`src/rtl/core/assert_macros.svh`:
```
// Assertion helpers for the lattice engine.
`ifndef ASSERT_MACROS_SVH
`define ASSERT_MACROS_SVH
`ifndef SYNTHESIS
`define BLME_ASSERT(label, clk, rstn, prop, msg) \
    label: assert property (@(posedge clk) disable iff (!rstn) prop) else $error(msg);
`define BLME_ASSERT_ALWAYS(label, clk, prop, msg) \
    label: assert property (@(posedge clk) prop) else $error(msg);
`else
`define BLME_ASSERT(label, clk, rstn, prop, msg)
`define BLME_ASSERT_ALWAYS(label, clk, prop, msg)
`endif
`endif

```
`src/rtl/core/blme_ram.sv`:
```
`timescale 1ns / 1ps
`default_nettype none
module blme_ram #(
    parameter int AW = 8,
    parameter int DW = 8
) (
    input  wire logic          i_clk,
    input  wire logic          i_we,
    input  wire logic [AW-1:0] i_waddr,
    input  wire logic [DW-1:0] i_wdata,
    input  wire logic [AW-1:0] i_raddr,
    output logic      [DW-1:0] o_rdata
);
    logic [DW-1:0] mem [0:(1<<AW)-1];

    always_ff @(posedge i_clk) begin
        if (i_we) begin
            mem[i_waddr] <= i_wdata;
        end
        o_rdata <= mem[i_raddr];
    end
endmodule
`default_nettype wire

```
`config.mk`:
```
export PLATFORM = sky130hd
export DESIGN_NAME = blme_ram
export DESIGN_NICKNAME = d
export VERILOG_FILES = /design/src/rtl/core/assert_macros.svh /design/src/rtl/core/blme_ram.sv
export SDC_FILE = /design/constraint.sdc
export NUM_CORES = 2
export LEC_CHECK = 0
export ABC_AREA = 1
export ABC_CLOCK_PERIOD_IN_PS = 2300
export BUFFER_PORTS_ARGS = -buffer_cell sky130_fd_sc_hd__buf_2
export CAP_MARGIN = 20
export CORE_MARGIN = 5
export CORE_UTILIZATION = 30
export DETAILED_ROUTE_END_ITERATION = 8
export PLACE_DENSITY = 0.42
export SETUP_SLACK_MARGIN = 0.3
export SLEW_MARGIN = 20
export SYNTH_ARGS = -nofsm -noshare
export SYNTH_HDL_FRONTEND = slang
export SYNTH_SLANG_ARGS = --single-unit
```
`constraint.sdc`:
```
create_clock -name i_clk -period 2.3 [get_ports i_clk]
set_input_delay 0.575 -clock i_clk [delete_from_list [all_inputs] [get_ports i_clk]]
set_output_delay 0.575 -clock i_clk [all_outputs]
set_load 0.02 [all_outputs]
```
; ---- After elaboration in Yosys (flattened, before gate mapping)
; Memories as Yosys holds them, arrays and structs flattened. A register that Yosys moved wholly into a read port is not among the register bits.
; Index checks and enable logic that the tools add are counted.
[totals]
elab_cells = 3
ram_bits = 2048
reg_bits = 0
n_memories = 1
[mem_list]
columns = memory, depth, width, rd, rd_ports_with_merged_regs, wr, line
row1 = mem, 256, 8, 1, 1, 1, blme_ram.sv:14  ; logic [DW-1:0] mem [0:(1<<AW)-1];
[classes]
muxes = 2
[op_table]
columns = cell, n
row1 = 2-to-1 mux 1 bit, 2

; ---- Logic depth before layout (Yosys ltp)
[logic_depth]
word_depth = 2
mapped_depth = 15
depth_no_buf = 11

; ---- Least setup slack after synthesis
; No wires, ideal clock.
[synth_path]
path_kind = input to register
start = input i_we
end = memory mem[162][0] (enable)
required_ns = 1.930
path_slack_ns = 0.234
t_arrival_ns = 1.696
setup_ns = 0.370
n_path_buf = 2
path_stages = 4
path_cell_list = clkbuf_1 nand3_1 clkbuf_1 nor2_1
[synth_via]
elab_chain_cells = 2
[synth_lines]
columns = element, line
row1 = from (decl), blme_ram.sv:8  ; input wire logic i_we,
row2 = 2-to-1 mux 1 bit, blme_ram.sv:17  ; if (i_we) begin
row3 = 2-to-1 mux 1 bit (implied by the code), blme_ram.sv:18  ; mem[i_waddr] <= i_wdata;
row4 = to (decl), blme_ram.sv:14
; No other way between the ends.

; ---- Final worst setup path
[layout_path]
start = register o_rdata[7], read port of mem
end = output o_rdata[7]
[layout_lines]
columns = element, line
row1 = from (decl), blme_ram.sv:12  ; output logic [DW-1:0] o_rdata
; No word-level cell between the ends.

==> impl_metrics.toml <==
[status]
outcome = "finished clean"

[finish]
nets = 7599
area_growth_pct = 21.8
drive_gt1_share_pct = 15.3
finish.instance_area_sq_um = 102000
utilization_pct = 36.7

[place]
place_area_sq_um = 94200
hpwl_mm = 177
gp_congestion = 0.836
numPortBuffers = 33

[global_routing]
grt_max_degree = 67
gr-total-overflow = 0
grt_pass1_wl_mm = 400
antenna_found_initial = 27
grt_use_total_pct = 18.9
grt_pass1_vias = 55400

[clock_network]
cts_sinks = 2056
clk_path_buf_depth = 3
htreeDepth = 4
cts_tree = "built"
cts-root-buf = "clkbuf_16"
clkTransAtPathRegs_ns = 0.06
cts_buffers = 222
clk_latency_ns = 0.87

[pwr]
power.density_nw_per_um2 = 813
peakVddDrop_mv = 0.772
p_leak_nw = 36.2

[die]
coreArea_sq_um = 277000
start_util_pct = 30.1
die_width_um = 537
core.rowCount = 193
die_h_um = 537
ios = 34
dieArea_sq_um = 289000

[drt]
drc_errors = 0
postRouteAntennaNets = 0
wl_met3_mm = 14.8
num_vias = 56200
routed_wl_mm = 277
dr.pass1.iters = 6
drtIter0Drc = 5387
dr_wl_met2_mm = 130
routedWlPerCell_um = 24.2
via_per_inst = 4.90
drt-met1-wl_mm = 124
top_layer = "met4"

[synth]
synth_flop_cell = "edfxtp_1"
yosys-top-cells-area = "edfxtp_1 74%, nand3_1 12%, nand2_1 9.6%"
synth_cells = 7003
postSynthAreaPerCell_sq_um = 11.9
yosysSeqAreaShare_pct = 73.9
yosys_register_bits = 2056
syn-num-nets = 7029
yosysTopAreaCell = "edfxtp_1"
yosys_warnings = 0
synth_edf_count = 2048
synth_most_common_cell = "nand2_1"
synth_cell_types = 14
syn_area_sq_um = 83400
async_flop_share_pct = 0
yosys-top-cells-count = "2123 x nand2_1, 2048 x edfxtp_1, 2019 x nand3_1"
synth_top_area_share_pct = 73.7

[critical_path]
path_cells = "buf_6"
crit_arrival_ns = 1.48
start_kind = "flop"
slowest_stage = "dfxtp_4"
required_ns = 1.73
endpoint_kind = "output port"
crit_buf_inv = 1
crit_path_max_fanout = 1
critPathMaxStageDelay_ns = 0.46
cpLargestDelayFamily = "flip-flops"
rrSetupSlack_ns = 0.32
worstSetupPathType = "reg2out"

[sta]
finalHoldViolCount = 0
rsz0062_at_grt = "yes"
fin_skew_ns = 0.0499
layout_min_cycle_time_ns = 2.05
relSlewSlack_pct = 64.6
slew_violations = 0
setup_viol = 0
fin_crit_sh_pct = 89.3
max_freq_mhz = 487
worst_slew_pin_slew_ns = 0.531

[min_path]
worstHoldPathType = "in2reg"

[flow_run]
max_cap_viol_count = 0
## logic make-up (layout without fill, tap and decap cells)
family                 Yosys count  count (layout)  synth area share (%)
buffers and inverters          522            1282                  3.12
DFF                           2056            2056                  73.9
other                            0               5                     0
and+or+nand+nor               4425            4425                  22.9
## layout by cell type (no fill, tap or decap), drive strengths merged
cell type    instances
edfxtp            2048
diode                5
dlygate4sd3          1
clkbuf             285
buf                828
clkinv             104
bufinv              18
dfxtp                8
nand3             2019
nand2             2123
inv                 43
nor2               283
clkinvlp             3
## metal layers
metal,track usage [%],vias to the layer above
met1,26.2,28300
met4,5.70,0
met5,0,-
met2,30.8,1570
met3,2.73,367
li1,-,26000
## state kept, by name (all words and copies together) (netlist names)
register,count
mem,2048
o_rdata,8
## worst paths after layout
path                end  cells past startpoint         from
max          o_rdata[7]                      1   o_rdata[7]
min           mem[0][7]                      1   i_wdata[7]
max reg2reg  o_rdata[7]                     11  mem[173][7]
min reg2reg  o_rdata[7]                     10  mem[116][7]
## per-stage QoR
| step | hold WS [ns] | setup TNS, ns | total power, W | std cells | worst slack, ns |
|---|---|---|---|---|---|
| after CTS | 0.0203 | 0 | 0.0836 | 11500 | 0.122 |
| after detailed placement | 0.904 | -4.74 | 0.0482 | 11100 | -0.716 |
| after floorplan | 0.674 | 0 | 0.0447 | 7003 | 0.234 |
| final | 0.0965 | 0 | 0.0826 | 11500 | 0.245 |
| after global placement | 0.908 | -4.96 | 0.0482 | 11100 | -0.757 |
| after global routing | 0.0474 | 0 | 0.0855 | 11500 | 0.184 |
## cell type report
| class | count | area, sq um |
|---|---|---|
| clock buffer | 285 | 5970 |
| tap | 3705 | 4640 |
| inverter | 39 | 183 |
| fill | 27000 | 175000 |
| timing repair buffer | 829 | 8670 |
| multi-input combinational | 4425 | 19300 |
| sequential | 2056 | 61700 |
| clock inverter | 129 | 1160 |
| antenna | 5 | 12.5 |
## timing repair
| action | in CTS | in global routing |
|---|---|---|
| pin swaps | 0 | 0 |
| setup endpoints to repair | 13 | 16 |
| buffers inserted | 0 | 0 |
| resized for setup | 39 | 11 |
| hold endpoints to repair | 3 | 0 |
| hold buffers | 1 | 0 |
## where the power goes
part | leakage, nW | switching, W | internal [W]
clock network | 3.51 | 0.0150 | 0.0203
logic | 14.2 | 0.00409 | 0.00188
registers | 18.5 | 0.0000916 | 0.0413
total | 36.2 | 0.0191 | 0.0634
No activity file was read; power rests on OpenSTA's default activity.
