`config.mk`:
```
export PLATFORM = sky130hd
export DESIGN_NAME = blme_dist
export DESIGN_NICKNAME = d
export VERILOG_FILES = /design/src/rtl/core/assert_macros.svh /design/src/rtl/core/blme_pkg.sv /design/src/rtl/core/blme_dist.sv
export SDC_FILE = /design/constraint.sdc
export NUM_CORES = 1
export LEC_CHECK = 0
export ABC_AREA = 0
export BUFFER_PORTS_ARGS = -buffer_cell sky130_fd_sc_hd__buf_4
export CELL_PAD_IN_SITES_DETAIL_PLACEMENT = 2
export CELL_PAD_IN_SITES_GLOBAL_PLACEMENT = 2
export CORE_AREA = 2 2 108 110
export CTS_CLUSTER_DIAMETER = 60
export CTS_CLUSTER_SIZE = 12
export DETAILED_ROUTE_END_ITERATION = 16
export DIE_AREA = 0 0 110 112
export PLACE_DENSITY_LB_ADDON = 0.1
export SLEW_MARGIN = 20
export SYNTH_ARGS = -nofsm -noshare
export SYNTH_HDL_FRONTEND = slang
export SYNTH_SLANG_ARGS = --single-unit
```
`constraint.sdc`:
```
create_clock -name i_clk -period 10.41 [get_ports i_clk]
set_clock_uncertainty 0.2 [all_clocks]
set_input_delay 2.082 -clock i_clk [delete_from_list [all_inputs] [get_ports i_clk]]
set_output_delay 2.082 -clock i_clk [all_outputs]
set_load 0.02 [all_outputs]
```
`src/rtl/core/assert_macros.svh`:
```
// Assertion helpers for the lattice engine.
`ifndef ASSERT_MACROS_SVH
`define ASSERT_MACROS_SVH
`ifndef SYNTHESIS
`define BLME_ASSERT(label, clk, rstn, prop, msg) \
    label: assert property (@(posedge clk) disable iff (!rstn) prop) else $error(msg);
`define BLME_ASSERT_ALWAYS(label, clk, prop, msg) \
    label: assert property (@(posedge clk) prop) else $error(msg);
`else
`define BLME_ASSERT(label, clk, rstn, prop, msg)
`define BLME_ASSERT_ALWAYS(label, clk, prop, msg)
`endif
`endif

```
`src/rtl/core/blme_pkg.sv`:
```
`timescale 1ns / 1ps
`default_nettype none
package blme_pkg;
    localparam int CoordBits  = 6;
    localparam int SegBits    = 12;
    localparam int SlotBits   = 2;
    localparam int KindBits   = 4;
    localparam int CellBits   = 14;
    localparam int PosBits    = 3 * CoordBits;
    localparam int LatBits    = 3 * CoordBits;
    localparam int PartBits   = SegBits + SlotBits;
    localparam int CountBits  = 3;
    localparam int SqBits     = 12;
    localparam int NbrCount   = 54;
    localparam int MaxBonds   = 4;

    localparam logic [2:0] OP_PLACE = 3'd0;
    localparam logic [2:0] OP_CLEAR = 3'd1;
    localparam logic [2:0] OP_CHECK = 3'd2;
    localparam logic [2:0] OP_ENERGY = 3'd3;
    localparam logic [2:0] OP_BCHECK = 3'd4;
    localparam logic [2:0] OP_SETBOND = 3'd5;

    localparam logic [CellBits-1:0] CELL_EMPTY  = 14'd0;
    localparam logic [CellBits-1:0] CELL_CORNER = 14'd1;
    localparam logic [CellBits-1:0] CELL_ORIGIN = 14'd2;

    typedef logic [8:0] t_off;
    typedef t_off t_off_tab [0:NbrCount-1];

    // Every offset in the 5x5x5 box whose squared length is 4, 5 or 6.
    function automatic t_off_tab build_nbr();
        t_off_tab tab;
        int n;
        int s;
        n = 0;
        for (int dx = -2; dx <= 2; dx++) begin
            for (int dy = -2; dy <= 2; dy++) begin
                for (int dz = -2; dz <= 2; dz++) begin
                    s = dx * dx + dy * dy + dz * dz;
                    if (s >= 4 && s <= 6 && n < NbrCount) begin
                        tab[n] = {3'(dx), 3'(dy), 3'(dz)};
                        n++;
                    end
                end
            end
        end
        return tab;
    endfunction

    localparam t_off_tab NBR_TAB = build_nbr();
endpackage
`default_nettype wire

```
`src/rtl/core/blme_dist.sv`:
```
`timescale 1ns / 1ps
`default_nettype none
module blme_dist (
    input  wire logic                           i_clk,
    input  wire logic [blme_pkg::CoordBits-1:0] i_x,
    input  wire logic [blme_pkg::CoordBits-1:0] i_y,
    input  wire logic [blme_pkg::CoordBits-1:0] i_z,
    input  wire logic [blme_pkg::PosBits-1:0]   i_pos,
    output logic      [blme_pkg::SqBits-1:0]    o_sq
);
    // A difference taken modulo the period and read as signed is the minimum
    // image; the half-period tie has the same square either way.
    logic signed [blme_pkg::CoordBits-1:0] dx, dy, dz;
    logic [10:0] sx, sy, sz;

    always_comb begin
        dx = i_x - i_pos[17:12];
        dy = i_y - i_pos[11:6];
        dz = i_z - i_pos[5:0];
        sx = 11'(dx * dx);
        sy = 11'(dy * dy);
        sz = 11'(dz * dz);
    end

    always_ff @(posedge i_clk) begin
        o_sq <= {1'b0, sx} + {1'b0, sy} + {1'b0, sz};
    end
endmodule
`default_nettype wire

```
Word level (Yosys, flattened, before mapping)
Index checks and enable logic that the tools add are counted.
- bits in registers: 12
- latch bits: 0
- memory bits (writable): 0
- memory bits (read-only): 0
- output and inout port bits: 12
- logic and storage cells: 9
- memories kept: 0
- add/sub/neg operators: 5
- multiply operators: 3
- div/mod/pow operators: 0
- magnitude comparators: 0
- equal/unequal tests: 0
- shifts and indexed selects: 0
- mux-type cells: 0
- bitwise gates (word level): 0
- reductions and logical operators: 0
- operators with widths (cell ; number):
    $mul A6 B6 Y11 ; 3
    $sub A6 B6 Y6 ; 3
    $add A11 B11 Y12 ; 1
    $add A12 B11 Y12 ; 1

Longest topological paths before layout
- depth in word-level cells: 4
- mapped depth: 29
- depth with buffers taken out: 29

Least setup slack after synthesis
OpenSTA, ideal clock, no wires.
- path kind: input to register
- start: in i_x[0] in the netlist's numbering
- end: reg o_sq[11] in the netlist's numbering
- library setup time: 0.118 ns
- data arrival time: 7.855 ns
- required time: 10.092 ns
- slack: 2.237 ns
- stages on the path: 28
- path buffers: 0
- cells stage by stage: inv_1 ha_1 inv_1 fa_1 a21o_1 a21oi_1 xnor2_1 and2_1 fa_1 inv_1 fa_1 inv_1 fa_1 fa_1 ha_1 a21o_1 a21oi_1 o21bai_1 a21oi_1 xnor2_1 xnor2_1 fa_1 inv_1 ha_1 nor2b_1 nor2_1 a21oi_1 xnor2_1
- word-level cells in the longest chain between the ends: 4
- RTL lines (what ; line ; RTL):
    from (decl) ; blme_dist.sv:5 ; input wire logic [blme_pkg::CoordBits-1:0] i_x,
    $sub A6 B6 Y6 ; blme_dist.sv:17 ; dx = i_x - i_pos[17:12];
    $mul A6 B6 Y11 ; blme_dist.sv:20 ; sx = 11'(dx * dx);
    $add A11 B11 Y12 ; blme_dist.sv:26 ; o_sq <= {1'b0, sx} + {1'b0, sy} + {1'b0, sz};
    $add A12 B11 Y12 ; blme_dist.sv:26 ;
    to (signal assigned) ; blme_dist.sv:26 ;
    to (decl) ; blme_dist.sv:9 ; output logic [blme_pkg::SqBits-1:0] o_sq
Every way passes these cells.

Worst setup path in the final report
Ends and elaborated chain as after synthesis.

==> results.md <==
* RSZ-0062 raised after global routing: no
* GR Layer Usage met3 at 0.00703
* Core area at 0.0112 mm²
* First-pass GRT wire length at 16.8 mm
* Slowest-stage cell, CP: fa_1
* Synth area leader: fa_1
* Post-synthesis mux area share at 0
* Pin count of the biggest net entering global routing at 12
* Total number of vias at 3,131
* Initial DRC Count at 43
* IO buf count at 48
* GRT Max-Usage Layer: met2
* WP depth at 29
* Io pins at 49
* Total GRT Usage at 0.171
* Met2 Track Usage GR at 0.331
* Final setup viols at 0
* Final nets at 687
* Clk slew on worst S/H paths at 40 ps
* Initial Util at 0.373
* Cts hold-fix bufs at 0
* Die height at 112 µm
* CP Data Required Time at 10,340 ps
* Grt ovf at 0
* Area Overhead vs Synth at 14.8%
* Post-synth top area share at 0.341
* Crit-path most repeated cell: fa_1
* Slew Viols, Final at 0
* Crit-path leading delay family: adder cells
* Crit path from: i_x[0]
* Sequential share of the synthesized area at 0.0577
* Die X at 110 µm
* Core Rows at 39
* Antenna violations before repair at 0
* Maximum clock frequency at 115 MHz
* Worst setup SP type: primary input
* HPWL Detailed at 8.89 mm
* Net count after synthesis at 634
* Mapped Cells at 467
* DR vias/cell at 4.74
* CTS Buf Count at 3
* CP arrival at 8590 ps
* Commonest non-fill, non-tap cell in the layout: inv_1
* Sequential Area at 240 µm²
* Biggest register: o_sq
* RePlAce Congestion at 0.766
* Clock buffer depth at 2
* CP Class: in -> reg
* Diodes inserted at 0
* Largest cells by area after synthesis: fa_1 (34%), ha_1 (18%), inv_1 (11%), xnor2_1 (7.8%), dfxtp_1 (5.8%)
* ANT nets after route at 0
* Total Routed Length at 9.48 mm
* Outcome: finished clean
* Post-Synth Adder-Cell Area at 0.519
* Root Buffer: clkbuf_16
* Hold Violations, Final at 0
* Most frequent cells in the layout: inv_1 (125), fa_1 (71), ha_1 (59)
* CP peak stage delay at 570 ps
* Resize count post-CTS at 0
* Least-Margin Pin Slew at 682 ps
* EDFF count, synth at 0
* Drt pass-1 iters at 4
* Layout cells sized above 1 at 0.120
* Synth cell types at 30
* Yosys warns at 0
* Crit Path Max Fanout at 6
* Max Cap Viol at 0
* Ys flop type: dfxtp_1
* Biggest regs: o_sq x12
* Met1 Usage GRT at 0.208
* Mapped Avg Cell Area at 8.91 µm²
* Die area at 0.0123 mm²
* H-tree Lvls at 1
* Asr flop ratio synth at 0
* Post-Synth Simple-Gate Area at 0.125
* Compound-Gate Fraction of Synth Area at 0.0863
* Period Utilization, post-route at 0.832
* Main combinational cell family by area after synthesis: adder cells
* Setup TNS Final at 0 ps
* Fin crit period at 8660 ps
* Clock sinks at 12
* HP Class: in -> reg
* Buffers & Inverters on Critical Path at 6
* Routed length per instance at 14.3 µm
* Critical Path End Type: flip-flop
* Filler Cells Inserted at 1,248
* Multi-input logic area at 0.00345 mm²
* CTS tree: done
* Post-synthesis xor/xnor area fraction at 0.0983
* Yosys reg bits at 12
* Worst relative slew slack at 0.542
* Vias in the first global route at 3,684
* # DRC at 0
* Largest register FFs at 12
* Post-CTS Setup Bufs at 0
* Critical Path End: o_sq[11]$_DFF_P_
* Cell area after synthesis at 0.00416 mm²
## metrics by stage
| step | setup slack, ps | instances | utilization | cell area, µm² | hold WS [ps] |
|---|---|---|---|---|---|
| CTS | 1630 | 661 | 0.428 | 4780 | 2320 |
| global placement | 1600 | 658 | 0.421 | 4700 | 2300 |
| detailed placement | 1380 | 658 | 0.421 | 4700 | 2300 |
| global route | 1300 | 661 | 0.428 | 4780 | 2340 |
| finish | 1750 | 661 | 0.428 | 4780 | 2310 |
| floorplan | 2240 | 467 | - | 4160 | 2220 |
## layer usage
metal  vias up  part of all wire
met2        36              0.55
met3         4             0.018
met4         0            0.0055
li1       1513                 -
met1      1578              0.43
met5         -                 0
## cells in the mapped netlist, types with 2 or more instances
cell      count
a21o_1        8
a21oi_1      16
a311oi_4      2
a31o_2        2
and2_1       22
and3_4        2
dfxtp_1      12
fa_1         71
ha_1         59
inv_1       125
nand2_1      22
nor2_1       31
nor2b_1      16
nor2b_2       2
nor3_1        5
o211ai_1      3
o21ai_0      10
o21bai_1      3
o31ai_1       3
xnor2_1      37
xor2_1        6
xor2_2        2
## worst min-delay path, delay by kind of cell
family        cells  cell delay [ps]
fa+ha+maj         2              360
simple gates      1              180
buf+inv           1               80
## kinds of logic after synthesis
family | Yosys count
AOI/OAI and AO/OA | 51
buffers and inverters | 126
DFF | 12
xor gates and xnor gates | 45
and+or+nand+nor | 103
adders and majority gates | 130
## how the worst min path moves through the flow
| stage | from | endpoint | slack (ps) | cells after the start |
|---|---|---|---|---|
| floorplan | o_sq[0]$_DFF_P_ | o_sq[0] | 2220 | 0 |
| global route | i_pos[12] | o_sq[2]$_DFF_P_ | 2340 | 4 |
| global placement | o_sq[7]$_DFF_P_ | o_sq[7] | 2300 | 1 |
| CTS | i_pos[12] | o_sq[2]$_DFF_P_ | 2320 | 4 |
| detailed placement | o_sq[10]$_DFF_P_ | o_sq[10] | 2300 | 1 |
| finish | i_pos[12] | o_sq[2]$_DFF_P_ | 2310 | 4 |
## final cells by class
| cell class | instances | area share |
|---|---|---|
| Timing Repair Buffer | 49 | 0.0770 |
| Clock buffer | 3 | 0.0157 |
| Inverter | 125 | 0.0982 |
| Sequential cell | 12 | 0.0503 |
| Multi-Input combinational cell | 329 | 0.721 |
| Tap cell | 143 | 0.0374 |
Power is left out: the tool's default activity adds up to more than one toggle a clock period on the data nets, which glitch-free logic cannot reach.
